## src/rtl/bba_pkg.sv

```systemverilog
`default_nettype none
// ---------------------------------------------------------------------------
// bba_pkg
// Shared types, constants and index helpers for the buddy block allocator.
// ---------------------------------------------------------------------------
package bba_pkg;

  localparam int SPACE_LOG2      = 16;
  localparam int MIN_BLOCK_BYTES = 16;
  localparam int LEVELS          = 13;
  localparam int HEADER_BYTES    = 8;

  localparam int NBLK      = 1 << (LEVELS - 1);
  localparam int BLK_W     = LEVELS - 1;
  localparam int BLK_SHIFT = SPACE_LOG2 - LEVELS + 1;
  localparam int ID_W      = LEVELS;
  localparam int NODE_W    = LEVELS;
  localparam int LVL_W     = $clog2(LEVELS);
  localparam int ADDR_W    = SPACE_LOG2;
  localparam int REQ_W     = SPACE_LOG2 + 1;
  localparam int SIZE_W    = 16;

  localparam logic       FUNC_ALLOC   = 1'b0;
  localparam logic       FUNC_FREE    = 1'b1;
  localparam logic [1:0] ST_DONE      = 2'd0;
  localparam logic [1:0] ST_TOO_LARGE = 2'd1;
  localparam logic [1:0] ST_NO_FREE   = 2'd2;

  localparam logic FLD_PREV = 1'b0;
  localparam logic FLD_NEXT = 1'b1;

  typedef struct packed {
    logic        func;
    logic [15:0] request_bytes;
    logic [15:0] block_offset;
  } bba_in_t;

  typedef struct packed {
    logic [1:0]  status;
    logic [15:0] result_offset;
  } bba_out_t;

  typedef struct packed {
    logic              lrd;
    logic              lwr;
    logic              lfld;
    logic [ID_W-1:0]   lid;
    logic [ID_W-1:0]   lval;
    logic              srd;
    logic              swr;
    logic [BLK_W-1:0]  sidx;
    logic              sval;
    logic              zwr;
    logic [BLK_W-1:0]  zidx;
    logic [SIZE_W-1:0] zval;
  } bba_cmd_t;

  typedef struct packed {
    logic [ID_W-1:0]   lprev;
    logic [ID_W-1:0]   lnext;
    logic              sbit;
    logic [SIZE_W-1:0] zsize;
    logic              clr_busy;
  } bba_sts_t;

  function automatic logic [LVL_W-1:0] bucket_for(input logic [REQ_W-1:0] req);
    logic [LVL_W-1:0] b;
    b = LVL_W'(LEVELS - 1);
    for (int k = 0; k < LEVELS - 1; k++) begin
      if ((64'(MIN_BLOCK_BYTES) << k) < 64'(req)) b = LVL_W'(LEVELS - 2 - k);
    end
    return b;
  endfunction

  function automatic logic [BLK_W-1:0] blk_of(input logic [ADDR_W-1:0] addr);
    return BLK_W'(addr >> BLK_SHIFT);
  endfunction

  function automatic logic [ADDR_W-1:0] addr_of_blk(input logic [BLK_W-1:0] id);
    return ADDR_W'({20'b0, id} << BLK_SHIFT);
  endfunction

  function automatic logic [NODE_W-1:0] node_for_addr(input logic [ADDR_W-1:0] addr,
                                                      input logic [LVL_W-1:0] b);
    logic [31:0] t;
    t = (32'(addr) >> (SPACE_LOG2 - int'(b))) + (32'd1 << b) - 32'd1;
    return NODE_W'(t);
  endfunction

  function automatic logic [ADDR_W-1:0] addr_for_node(input logic [NODE_W-1:0] i,
                                                      input logic [LVL_W-1:0] b);
    logic [31:0] t;
    t = (32'(i) + 32'd1 - (32'd1 << b)) << (SPACE_LOG2 - int'(b));
    return ADDR_W'(t);
  endfunction

  function automatic logic [BLK_W-1:0] parent_of(input logic [NODE_W-1:0] i);
    logic [NODE_W-1:0] t;
    t = i - NODE_W'(1);
    return BLK_W'(t >> 1);
  endfunction

  function automatic logic [NODE_W-1:0] root_node(input logic [LVL_W-1:0] b);
    return NODE_W'((32'd1 << b) - 32'd1);
  endfunction

  function automatic logic [ID_W-1:0] head_id(input logic [LVL_W-1:0] b);
    return ID_W'(NBLK) + ID_W'(b);
  endfunction

endpackage
`default_nettype wire

```

## src/rtl/bba_ctrl.sv

```systemverilog
`default_nettype none
// ---------------------------------------------------------------------------
// bba_ctrl
// Sequencer: walks allocate and free through list, split and size commands.
// ---------------------------------------------------------------------------
module bba_ctrl import bba_pkg::*; (
  input  logic     clk,
  input  logic     rst_n,
  input  logic     in_valid,
  output logic     in_stall,
  input  bba_in_t  in_word,
  output logic     out_valid,
  input  logic     out_stall,
  output bba_out_t out_word,
  output bba_cmd_t cmd,
  input  bba_sts_t sts
);

  typedef enum logic [5:0] {
    S_IDLE, S_START, S_FSZ, S_FI, S_FLOOP, S_FCHK, S_FNEXT,
    P_RD, P_W0, P_W1, P_W2, P_W3, R_RD, R_W0, R_W1, O_RD, O_CHK,
    I_W0, I_W1, F_RD, F_WR,
    G_LOOP, G_CHK, G_U1, G_U2, G_S1, G_S2,
    A_POP1, A_P1, A_POP2, A_P2, A_FOUND, A_F1, A_SPL, A_SPUSH, A_SZ,
    S_DONE
  } state_t;

  state_t state_r, ret_r, gret_r;
  bba_in_t           in_r;
  logic [ADDR_W-1:0] addr_r;
  logic [LVL_W-1:0]  b_r, orig_r, root_r, tgt_r;
  logic [NODE_W-1:0] i_r, fnode_r;
  logic [BLK_W-1:0]  id_r;
  logic [ID_W-1:0]   h_r, e_r, pv_r, nx_r;
  logic              pop_ok_r, fnew_r;
  logic [1:0]        res_status_r;
  logic [15:0]       res_off_r;
  logic              out_valid_r;
  bba_out_t          out_word_r;

  logic [NODE_W-1:0] rnode, inext, sib;
  logic [ADDR_W-1:0] faddr;
  logic              too_large;

  always_comb begin
    rnode = root_node(root_r);
    inext = {i_r[NODE_W-2:0], 1'b1};
    sib   = ((i_r - NODE_W'(1)) ^ NODE_W'(1)) + NODE_W'(1);
    faddr = in_r.block_offset - ADDR_W'(HEADER_BYTES);
    too_large = (REQ_W'(in_r.request_bytes) + REQ_W'(HEADER_BYTES)) >
                REQ_W'(64'd1 << SPACE_LOG2);
  end

  assign in_stall  = (state_r != S_IDLE) || sts.clr_busy;
  assign out_valid = out_valid_r;
  assign out_word  = out_word_r;

  always_comb begin
    cmd = '0;
    unique case (state_r)
      P_RD, O_RD: begin cmd.lrd = 1'b1; cmd.lid = h_r; end
      R_RD:       begin cmd.lrd = 1'b1; cmd.lid = e_r; end
      P_W0: begin
        cmd.lwr = 1'b1; cmd.lfld = FLD_PREV; cmd.lid = e_r; cmd.lval = sts.lprev;
      end
      P_W1: begin cmd.lwr = 1'b1; cmd.lfld = FLD_NEXT; cmd.lid = e_r; cmd.lval = h_r; end
      P_W2: begin cmd.lwr = 1'b1; cmd.lfld = FLD_NEXT; cmd.lid = pv_r; cmd.lval = e_r; end
      P_W3: begin cmd.lwr = 1'b1; cmd.lfld = FLD_PREV; cmd.lid = h_r; cmd.lval = e_r; end
      R_W0: begin
        cmd.lwr = 1'b1; cmd.lfld = FLD_NEXT; cmd.lid = sts.lprev; cmd.lval = sts.lnext;
      end
      R_W1: begin cmd.lwr = 1'b1; cmd.lfld = FLD_PREV; cmd.lid = nx_r; cmd.lval = pv_r; end
      I_W0: begin cmd.lwr = 1'b1; cmd.lfld = FLD_PREV; cmd.lid = h_r; cmd.lval = h_r; end
      I_W1: begin cmd.lwr = 1'b1; cmd.lfld = FLD_NEXT; cmd.lid = h_r; cmd.lval = h_r; end
      F_RD: begin cmd.srd = 1'b1; cmd.sidx = parent_of(fnode_r); end
      F_WR: begin
        cmd.swr = 1'b1; cmd.sidx = parent_of(fnode_r); cmd.sval = ~sts.sbit;
      end
      G_LOOP: begin cmd.srd = (tgt_r < root_r); cmd.sidx = parent_of(rnode); end
      S_START: cmd.zidx = blk_of(faddr);
      A_SZ: begin cmd.zwr = 1'b1; cmd.zidx = id_r; cmd.zval = in_r.request_bytes; end
      default: cmd = '0;
    endcase
  end

  always_ff @(posedge clk) begin
    if (!rst_n) begin
      state_r     <= S_IDLE;
      ret_r       <= S_IDLE;
      gret_r      <= S_IDLE;
      root_r      <= LVL_W'(LEVELS - 1);
      out_valid_r <= 1'b0;
    end else begin
      if (out_valid_r && !out_stall && (state_r != S_DONE)) out_valid_r <= 1'b0;
      unique case (state_r)
        S_IDLE: if (in_valid && !in_stall) begin
          in_r    <= in_word;
          state_r <= S_START;
        end
        S_START: begin
          res_off_r    <= '0;
          res_status_r <= ((in_r.func == FUNC_ALLOC) && too_large) ? ST_TOO_LARGE : ST_DONE;
          if (in_r.func == FUNC_ALLOC) begin
            if (too_large) begin
              state_r <= S_DONE;
            end else begin
              b_r     <= bucket_for(REQ_W'(in_r.request_bytes) + REQ_W'(HEADER_BYTES));
              orig_r  <= bucket_for(REQ_W'(in_r.request_bytes) + REQ_W'(HEADER_BYTES));
              tgt_r   <= bucket_for(REQ_W'(in_r.request_bytes) + REQ_W'(HEADER_BYTES));
              gret_r  <= A_POP1;
              state_r <= G_LOOP;
            end
          end else if (in_r.block_offset == '0) begin
            state_r <= S_DONE;
          end else begin
            addr_r  <= faddr;
            state_r <= S_FSZ;
          end
        end
        S_FSZ: begin
          b_r     <= bucket_for(REQ_W'(sts.zsize) + REQ_W'(HEADER_BYTES));
          state_r <= S_FI;
        end
        S_FI: begin
          i_r     <= node_for_addr(addr_r, b_r);
          state_r <= S_FLOOP;
        end
        S_FLOOP: if (i_r == '0) begin
          h_r <= head_id(b_r);
          e_r <= ID_W'(blk_of(addr_for_node(i_r, b_r)));
          ret_r <= S_DONE;
          state_r <= P_RD;
        end else begin
          fnode_r <= i_r;
          ret_r   <= S_FCHK;
          state_r <= F_RD;
        end
        S_FCHK: if (fnew_r || (b_r == root_r)) begin
          h_r <= head_id(b_r);
          e_r <= ID_W'(blk_of(addr_for_node(i_r, b_r)));
          ret_r <= S_DONE;
          state_r <= P_RD;
        end else begin
          // unlink the free buddy before merging
          e_r     <= ID_W'(blk_of(addr_for_node(sib, b_r)));
          ret_r   <= S_FNEXT;
          state_r <= R_RD;
        end
        S_FNEXT: begin
          i_r     <= (i_r - NODE_W'(1)) >> 1;
          b_r     <= b_r - LVL_W'(1);
          state_r <= S_FLOOP;
        end
        P_RD: state_r <= P_W0;
        P_W0: begin pv_r <= sts.lprev; state_r <= P_W1; end
        P_W1: state_r <= P_W2;
        P_W2: state_r <= P_W3;
        P_W3: state_r <= ret_r;
        R_RD: state_r <= R_W0;
        R_W0: begin
          pv_r    <= sts.lprev;
          nx_r    <= sts.lnext;
          state_r <= R_W1;
        end
        R_W1: state_r <= ret_r;
        O_RD: state_r <= O_CHK;
        O_CHK: if ((sts.lprev == h_r) || (sts.lprev >= ID_W'(NBLK))) begin
          pop_ok_r <= 1'b0;
          state_r  <= ret_r;
        end else begin
          pop_ok_r <= 1'b1;
          id_r     <= sts.lprev[BLK_W-1:0];
          e_r      <= sts.lprev;
          state_r  <= R_RD;
        end
        I_W0: state_r <= I_W1;
        I_W1: state_r <= ret_r;
        F_RD: state_r <= F_WR;
        F_WR: begin fnew_r <= ~sts.sbit; state_r <= ret_r; end
        G_LOOP: state_r <= (tgt_r < root_r) ? G_CHK : gret_r;
        G_CHK: if (!sts.sbit) begin
          e_r <= '0; ret_r <= G_U1; state_r <= R_RD;
        end else begin
          h_r <= head_id(root_r);
          e_r <= ID_W'(blk_of(addr_for_node(rnode + NODE_W'(1), root_r)));
          ret_r <= G_S1;
          state_r <= P_RD;
        end
        G_U1: begin
          root_r <= root_r - LVL_W'(1);
          h_r    <= head_id(root_r - LVL_W'(1));
          ret_r  <= G_U2;
          state_r <= I_W0;
        end
        G_U2: begin
          h_r <= head_id(root_r); e_r <= '0; ret_r <= G_LOOP; state_r <= P_RD;
        end
        G_S1: begin
          root_r <= root_r - LVL_W'(1);
          h_r    <= head_id(root_r - LVL_W'(1));
          ret_r  <= G_S2;
          state_r <= I_W0;
        end
        G_S2: if (rnode != '0) begin
          fnode_r <= rnode; ret_r <= G_LOOP; state_r <= F_RD;
        end else begin
          state_r <= G_LOOP;
        end
        A_POP1: begin h_r <= head_id(b_r); ret_r <= A_P1; state_r <= O_RD; end
        A_P1: if (pop_ok_r) begin
          state_r <= A_FOUND;
        end else if ((b_r != root_r) || (b_r == '0)) begin
          if (b_r == '0) begin
            res_status_r <= ST_NO_FREE;
            state_r      <= S_DONE;
          end else begin
            b_r     <= b_r - LVL_W'(1);
            tgt_r   <= b_r - LVL_W'(1);
            gret_r  <= A_POP1;
            state_r <= G_LOOP;
          end
        end else begin
          tgt_r   <= b_r - LVL_W'(1);
          gret_r  <= A_POP2;
          state_r <= G_LOOP;
        end
        A_POP2: begin h_r <= head_id(b_r); ret_r <= A_P2; state_r <= O_RD; end
        A_P2: if (pop_ok_r) begin
          state_r <= A_FOUND;
        end else begin
          res_status_r <= ST_NO_FREE;
          state_r      <= S_DONE;
        end
        A_FOUND: begin
          addr_r  <= addr_of_blk(id_r);
          i_r     <= node_for_addr(addr_of_blk(id_r), b_r);
          state_r <= A_F1;
        end
        A_F1: if (i_r != '0) begin
          fnode_r <= i_r; ret_r <= A_SPL; state_r <= F_RD;
        end else begin
          state_r <= A_SPL;
        end
        A_SPL: if (b_r < orig_r) begin
          // split down one level, keep the left half
          i_r     <= inext;
          b_r     <= b_r + LVL_W'(1);
          fnode_r <= inext;
          ret_r   <= A_SPUSH;
          state_r <= F_RD;
        end else begin
          state_r <= A_SZ;
        end
        A_SPUSH: begin
          h_r <= head_id(b_r);
          e_r <= ID_W'(blk_of(addr_for_node(i_r + NODE_W'(1), b_r)));
          ret_r <= A_SPL;
          state_r <= P_RD;
        end
        A_SZ: begin
          res_status_r <= ST_DONE;
          res_off_r    <= 16'(addr_r + ADDR_W'(HEADER_BYTES));
          state_r      <= S_DONE;
        end
        S_DONE: if (!out_valid_r || !out_stall) begin
          out_valid_r              <= 1'b1;
          out_word_r.status        <= res_status_r;
          out_word_r.result_offset <= res_off_r;
          state_r                  <= S_IDLE;
        end
        default: state_r <= S_IDLE;
      endcase
    end
  end

  a_accept_starts: assert property (@(posedge clk) disable iff (!rst_n)
    in_valid && !in_stall |=> state_r == S_START)
    else $error("accepted word did not start a walk");

  a_root_range: assert property (@(posedge clk) disable iff (!rst_n)
    root_r <= LVL_W'(LEVELS - 1))
    else $error("root level out of range");

  a_done_posts: assert property (@(posedge clk) disable iff (!rst_n)
    state_r == S_DONE && !(out_valid_r && out_stall) |=> out_valid_r)
    else $error("finished walk did not post a result");

endmodule
`default_nettype wire

```

## config.mk

```make
export PLATFORM = sky130hd
export DESIGN_NAME = bba_ctrl
export DESIGN_NICKNAME = d
export VERILOG_FILES = /design/src/rtl/bba_pkg.sv /design/src/rtl/bba_ctrl.sv
export SDC_FILE = /design/constraint.sdc
export NUM_CORES = 1
export LEC_CHECK = 0
export BUFFER_PORTS_ARGS = -buffer_cell sky130_fd_sc_hd__buf_4
export CORE_AREA = 8 8 201 394
export CTS_BUF_LIST = sky130_fd_sc_hd__clkbuf_8
export DETAILED_ROUTE_END_ITERATION = 10
export DIE_AREA = 0 0 209 402
export PLACE_DENSITY = 0.47
export SLEW_MARGIN = 5
export SYNTH_ARGS = -nofsm -noshare
export SYNTH_HDL_FRONTEND = slang
export SYNTH_SLANG_ARGS = --single-unit
```

## constraint.sdc

```tcl
create_clock -name clk -period 16 [get_ports clk]
set_input_delay 3.2 -clock clk [delete_from_list [all_inputs] [get_ports clk]]
set_output_delay 3.2 -clock clk [all_outputs]
set_load 0.01 [all_outputs]
```

==> impl_metrics.ini, run 1 <==
[sta]
setup_tns_ns = 0
finalCritPeriodShare = 0.521
max-slew-margin-rel = 0.00632
hold_violations = 0
whs_ns = 0.420
drv_slew = 0
layout_min_cycle_time_ns = 8.33
setup_viol = 0
layout_setup_ws_ns = 7.67
finClkSkew_ns = 0.0289
max_freq_mhz = 120
worst-slew-pin-transition_ns = 1.49
rsz0062_at_grt = no

[cells_and_area]
regArea_sq_um = 5810
fin_nets = 3054
nFillCells = 7826
area.growth.synth_to_final_pct = 12.2
multi_input_area_sq_um = 15100
fin_cells = 3730
final_area_sq_um = 24700
final_util = 0.335
drive_gt1_frac = 0.130

[floorplan]
rows = 141
core_sq_um = 73700
die_area_sq_um = 84000
start_util = 0.298
die_w_um = 209
io_pins = 174
die_y_um = 402

[clock_tree]
cts_setup_buffers = 0
clockRootBuffer = clkbuf_8
clkLatencyLatePin_ns = 0.58
ctsLongestPathBuffers = 2
hold_buffers = 0
cts_tree = built
clk_pin_slew_ns = 0.13
cts-resized-gates = 0
h-tree-depth = 4
cts_buffers = 17
clock_sinks = 200

[global_routing]
antenna_found_initial = 4
grt_overflow = 0
grt.busiest_layer = met2
track_usage = 0.250
grt_max_degree = 73
grt_first_pass_wirelength_um = 154000
use_met3 = 0.0388
use_met2 = 0.465
grt_util_met1 = 0.231
first_global_vias = 22500

[worst_setup_path]
crit_arrival_ns = 5.13
critical_path.most_common_cell = ha_1
ff2ff_path_depth = 23
worstSetupEndpointType = output port
path_cells = inv_2 -> ha_1 -> ha_1 -> nor2b_1 -> inv_1 -> ha_1 -> inv_1 -> xnor2_1 -> nand2b_1 -> o21ai_0 -> o2111ai_1 -> nor3_1 -> nand3_1 -> xnor2_1 -> nor2_1 -> buf_4
critPathCapture = cmd[40]
cp.required_ns = 12.80
startpoint = root_r[0]
cp_max_fo = 21
critPathSlowestCell = dfxtp_1
rrSetupSlack_ns = 8.62
r2r_start = root_r[0]
regToRegEndpoint = e_r[10]
path_class = reg -> out
startpoint_type = flop
slowest_delay_ns = 0.88

[detailed_routing]
wl_um = 108000
firstDrtPassIters = 8
drc = 0
vias_per_cell = 6.00
wl_per_cell_um = 29.0
drtIter0Drc = 1751
vias = 22400
antenna_left = 0

[placement]
port-buffer-count = 173
place_hpwl_um = 85100
dpl-instance-area_sq_um = 24300
placed_cells = 3696
gp_congestion = 1.12
dp_slack_ns = 8.37

[synth]
ys_seq_area_frac = 0.264
synth_fa_ha_area_frac = 0.108
synthSimpleGateAreaFrac = 0.222
netlist_top_cells_area = edfxtp_1 (25%), ha_1 (10%), nand2_1 (5.1%)
synth_edf_count = 180
synth_fp_nets = 2974
synth-compound-area-share = 0.233
ys.flop_type = edfxtp_1
yosysWarnings = 0
synth_commonest_cells = nand2_1 (299), nor2_1 (251), edfxtp_1 (180), ha_1 (180), a21oi_1 (158)
postSynthAreaPerCell_sq_um = 8.12
synth_top_cell_by_area = edfxtp_1
ys_ff_latch = 200
synth_top_area_frac = 0.246
synthXorXnorAreaFrac = 0.0665
synth_cells = 2707
synth.cell_area_sq_um = 22000
synth.distinct_cells = 104
synth_mux_area_frac = 0.0515
synth_top_family_by_area = compound AO/OA/AOI/OAI gates
async_reset_ff_frac = 0
yosysMostFrequentCell = nand2_1

[power_and_ir_drop]
seq_power_share = 0.217
ir_drop_v = 0.0000783
total_power_mw = 3.38
p_sw_mw = 1.78
p_leak_nw = 9.64
switching_share = 0.527
clock_power_share = 0.104
comb_power_share = 0.678
intPower_mw = 1.60
power.density_nw_per_um2 = 137

[status]
status = finished with violations
violations = capacitance limit

[run]
max_cap_violations = 1

[hold_path]
hp-class = reg -> reg
## final cells by class
type | instances | share of cell area
Timing Repair Buffer | 230 | 0.0700
Clock buffer | 17 | 0.00948
Tap cell | 929 | 0.0471
Antenna cell | 2 | 0.000203
Multi-Input combinational cell | 2208 | 0.612
Clock inverter | 14 | 0.00629
Sequential cell | 200 | 0.235
Inverter | 130 | 0.0198
## power by group through the flow
stage	Combinational, mW	Sequential, mW	Clock [mW]
after CTS	2.24	0.734	0.364
final	2.29	0.735	0.353
after detailed placement	2.23	0.746	0
after global routing	2.47	0.741	0.375
after global placement	2.22	0.745	0
after floorplan	1.48	0.711	0
## flip-flops by register name (all words and copies together), names as in the netlist, 6 cells and up
| register | cells |
|---|---|
| in_r | 33 |
| out_word | 18 |
| addr_r | 16 |
| res_off_r | 16 |
| e_r | 13 |
| fnode_r | 13 |
| i_r | 13 |
| nx_r | 13 |
| pv_r | 13 |
| id_r | 12 |
| ret_r | 6 |
| state_r | 6 |
## critical path: cells and delay by family (launching register included)
family                   cells  cell delay (ns)
buffers and inverters        4             0.71
adder cells (fa/ha/maj)      3             1.07
flip-flops                   1             0.88
AND/OR/NAND/NOR              5             1.06
AO/OA/AOI/OAI                2             0.49
XOR/XNOR                     2             0.34
## kinds of logic after synthesis
family,Yosys count
xor gates and xnor gates,167
DFF,200
AOI/OAI and AO/OA,745
buffers and inverters,299
adders and majority gates,186
muxes,96
and+or+nand+nor,1014
## how the worst min path moves through the flow
stage                    startpoint            to  slack, ns  cells after the start
finish              res_status_r[0]  out_word[16]       0.42                      0
global route           res_off_r[2]   out_word[2]       0.44                      0
CTS                    res_off_r[4]   out_word[4]       0.42                      0
detailed placement     res_off_r[4]   out_word[4]       0.40                      0
global placement       res_off_r[0]   out_word[0]       0.41                      0
floorplan              res_off_r[0]   out_word[0]       0.40                      0
## metal layers
layer,vias up,part of all wire
met5,-,0.00021
met4,4,0.11
met3,342,0.050
met2,970,0.52
met1,10900,0.32
li1,10200,-
## cell usage in the layout (no fill, tap or decap), types with 20 or more instances in the layout
master    Yosys  final
a211oi_1     27     26
a21o_1       32     32
a21oi_1     158    158
a22oi_1      51     51
a31oi_1      31     31
and2_1       50     50
and3_1       29     29
buf_4         2    230
dfxtp_1      20     20
edfxtp_1    180    180
ha_1        180    178
inv_1       126    126
mux2i_1      67     67
nand2_1     299    298
nand2b_1     28     28
nand3_1      99     99
nand4_1      30     30
nor2_1      251    249
nor2b_1      24     24
nor3_1       75     72
nor4_1       25     23
o211ai_1     36     36
o21ai_0     157    156
or2_2        24     24
or3_1        21     21
xnor2_1     102    101
xor2_1       65     64
(Power assumes the default switching activity.)
==> inputs of run 2 (changes only) <==
clock period = 7.8 ns   (was 16 ns; I/O delays follow)
==> impl_metrics.ini, run 2 (synthesis results as in run 1) <==
[detailed_routing]
drc = 0
wl_um = 109000
vias_per_cell = 5.87
wl_per_cell_um = 29.1
drtIter0Drc = 1642
antenna_left = 0
firstDrtPassIters = 5
vias = 21900

[worst_setup_path]
startpoint_type = flop
cp.required_ns = 6.24
worstSetupEndpointType = output port
path_class = reg -> out
cp_max_fo = 17
crit_arrival_ns = 5.08

[clock_tree]
clkLatencyLatePin_ns = 0.61
clk_pin_slew_ns = 0.12
cts_setup_buffers = 0
cts_tree = built
cts_buffers = 17
hold_buffers = 0
cts-resized-gates = 0
h-tree-depth = 4
clock_sinks = 200
clockRootBuffer = clkbuf_8
ctsLongestPathBuffers = 2

[floorplan]
die_w_um = 209
start_util = 0.298
io_pins = 174
die_y_um = 402
rows = 141
core_sq_um = 73700
die_area_sq_um = 84000

[cells_and_area]
final_util = 0.336
area.growth.synth_to_final_pct = 12.7
final_area_sq_um = 24800
final_cell_mix = nand2_1 (299), nor2_1 (248), buf_4 (236)
fin_nets = 3061
final_common_cell = nand2_1
fin_cells = 3738
top_register = in_r
largest_reg_flops = 33
drive_gt1_frac = 0.133

[power_and_ir_drop]
clock_power_share = 0.107
seq_power_share = 0.213
ir_drop_v = 0.000152
power.density_nw_per_um2 = 286
comb_power_share = 0.679
switching_share = 0.532
p_sw_mw = 3.78
p_leak_nw = 9.69
intPower_mw = 3.32

[sta]
drv_slew = 0
layout_setup_ws_ns = 1.16
rsz0062_at_grt = no
setup_viol = 0
finClkSkew_ns = 0.0288
hold_violations = 0
layout_min_cycle_time_ns = 6.64
finalCritPeriodShare = 0.851
setup_tns_ns = 0
max-slew-margin-rel = 0.0408
worst-slew-pin-transition_ns = 1.43
max_freq_mhz = 151

[placement]
place_hpwl_um = 88800
dp_slack_ns = 1.38
dpl-instance-area_sq_um = 24300
port-buffer-count = 173
placed_cells = 3703
gp_congestion = 0.986

[run]
max_cap_violations = 0

[global_routing]
track_usage = 0.252
antenna_found_initial = 2
first_global_vias = 22200
grt_max_degree = 72
grt_overflow = 0
grt_first_pass_wirelength_um = 154000

[hold_path]
hp-class = reg -> reg

[status]
status = complete, no violations
-- run 2: changes by cell type in the layout (fill, tap and decap cells not counted), sizes merged --
| cell | change |
|---|---|
| inv | +1 |
| buf | +6 |
| clkbuf | +1 |
-- run 2: per-layer routing --
layer | track usage | wire length, um | vias up
met5 | 0 | 0 | -
met4 | 0.256 | 12400 | 0
met3 | 0.0381 | 4460 | 311
met2 | 0.474 | 58000 | 821
met1 | 0.218 | 33700 | 10600
li1 | - | - | 10200
-- run 2: power groups by stage --
stage / Combinational (mW) / Sequential (mW) / Clock [mW]
final: 4.82 / 1.51 / 0.759
after floorplan: 3.04 / 1.46 / 0
after global placement: 4.71 / 1.54 / 0
after CTS: 4.75 / 1.51 / 0.789
after global routing: 5.15 / 1.52 / 0.814
after detailed placement: 4.72 / 1.54 / 0
-- run 2: stage by stage --
stage	total power, mW	hold WS (ns)
floorplan	4.49	0.400
global placement	6.24	0.407
detailed placement	6.26	0.406
CTS	7.05	0.437
global route	7.48	0.444
finish	7.09	0.436
-- run 2: final timing paths --
check                     start            to  slack [ns]  depth (start not counted)
hold reg to reg   res_off_r[15]  out_word[15]        0.44                          0
hold / removal    res_off_r[15]  out_word[15]        0.44                          0
setup / recovery      root_r[2]       cmd[40]        1.16                         15
setup reg to reg      root_r[2]        e_r[7]        1.29                         18
-- run 2: cell type report --
type	instances	area, sq um
fillers	7754	49000
flip-flops and latches	200	5810
clock buffers	17	234
well taps	929	1160
diodes	2	5.00
multi-input cells	2208	15100
repair buffers	237	1790
clock inverters	15	190
inverters	130	488
-- run 2: critical path: stages, from the launching register on --
cell	delay, ns
dfxtp_1	0.80
clkinv_1	0.50
ha_1	0.47
nor2b_1	0.24
inv_1	0.08
ha_1	0.32
inv_1	0.13
xnor2_1	0.23
nand2b_1	0.21
o21ai_0	0.18
o2111ai_1	0.31
nor3_1	0.44
nand3_1	0.16
xnor2_1	0.19
nor2_1	0.06
buf_4	0.16
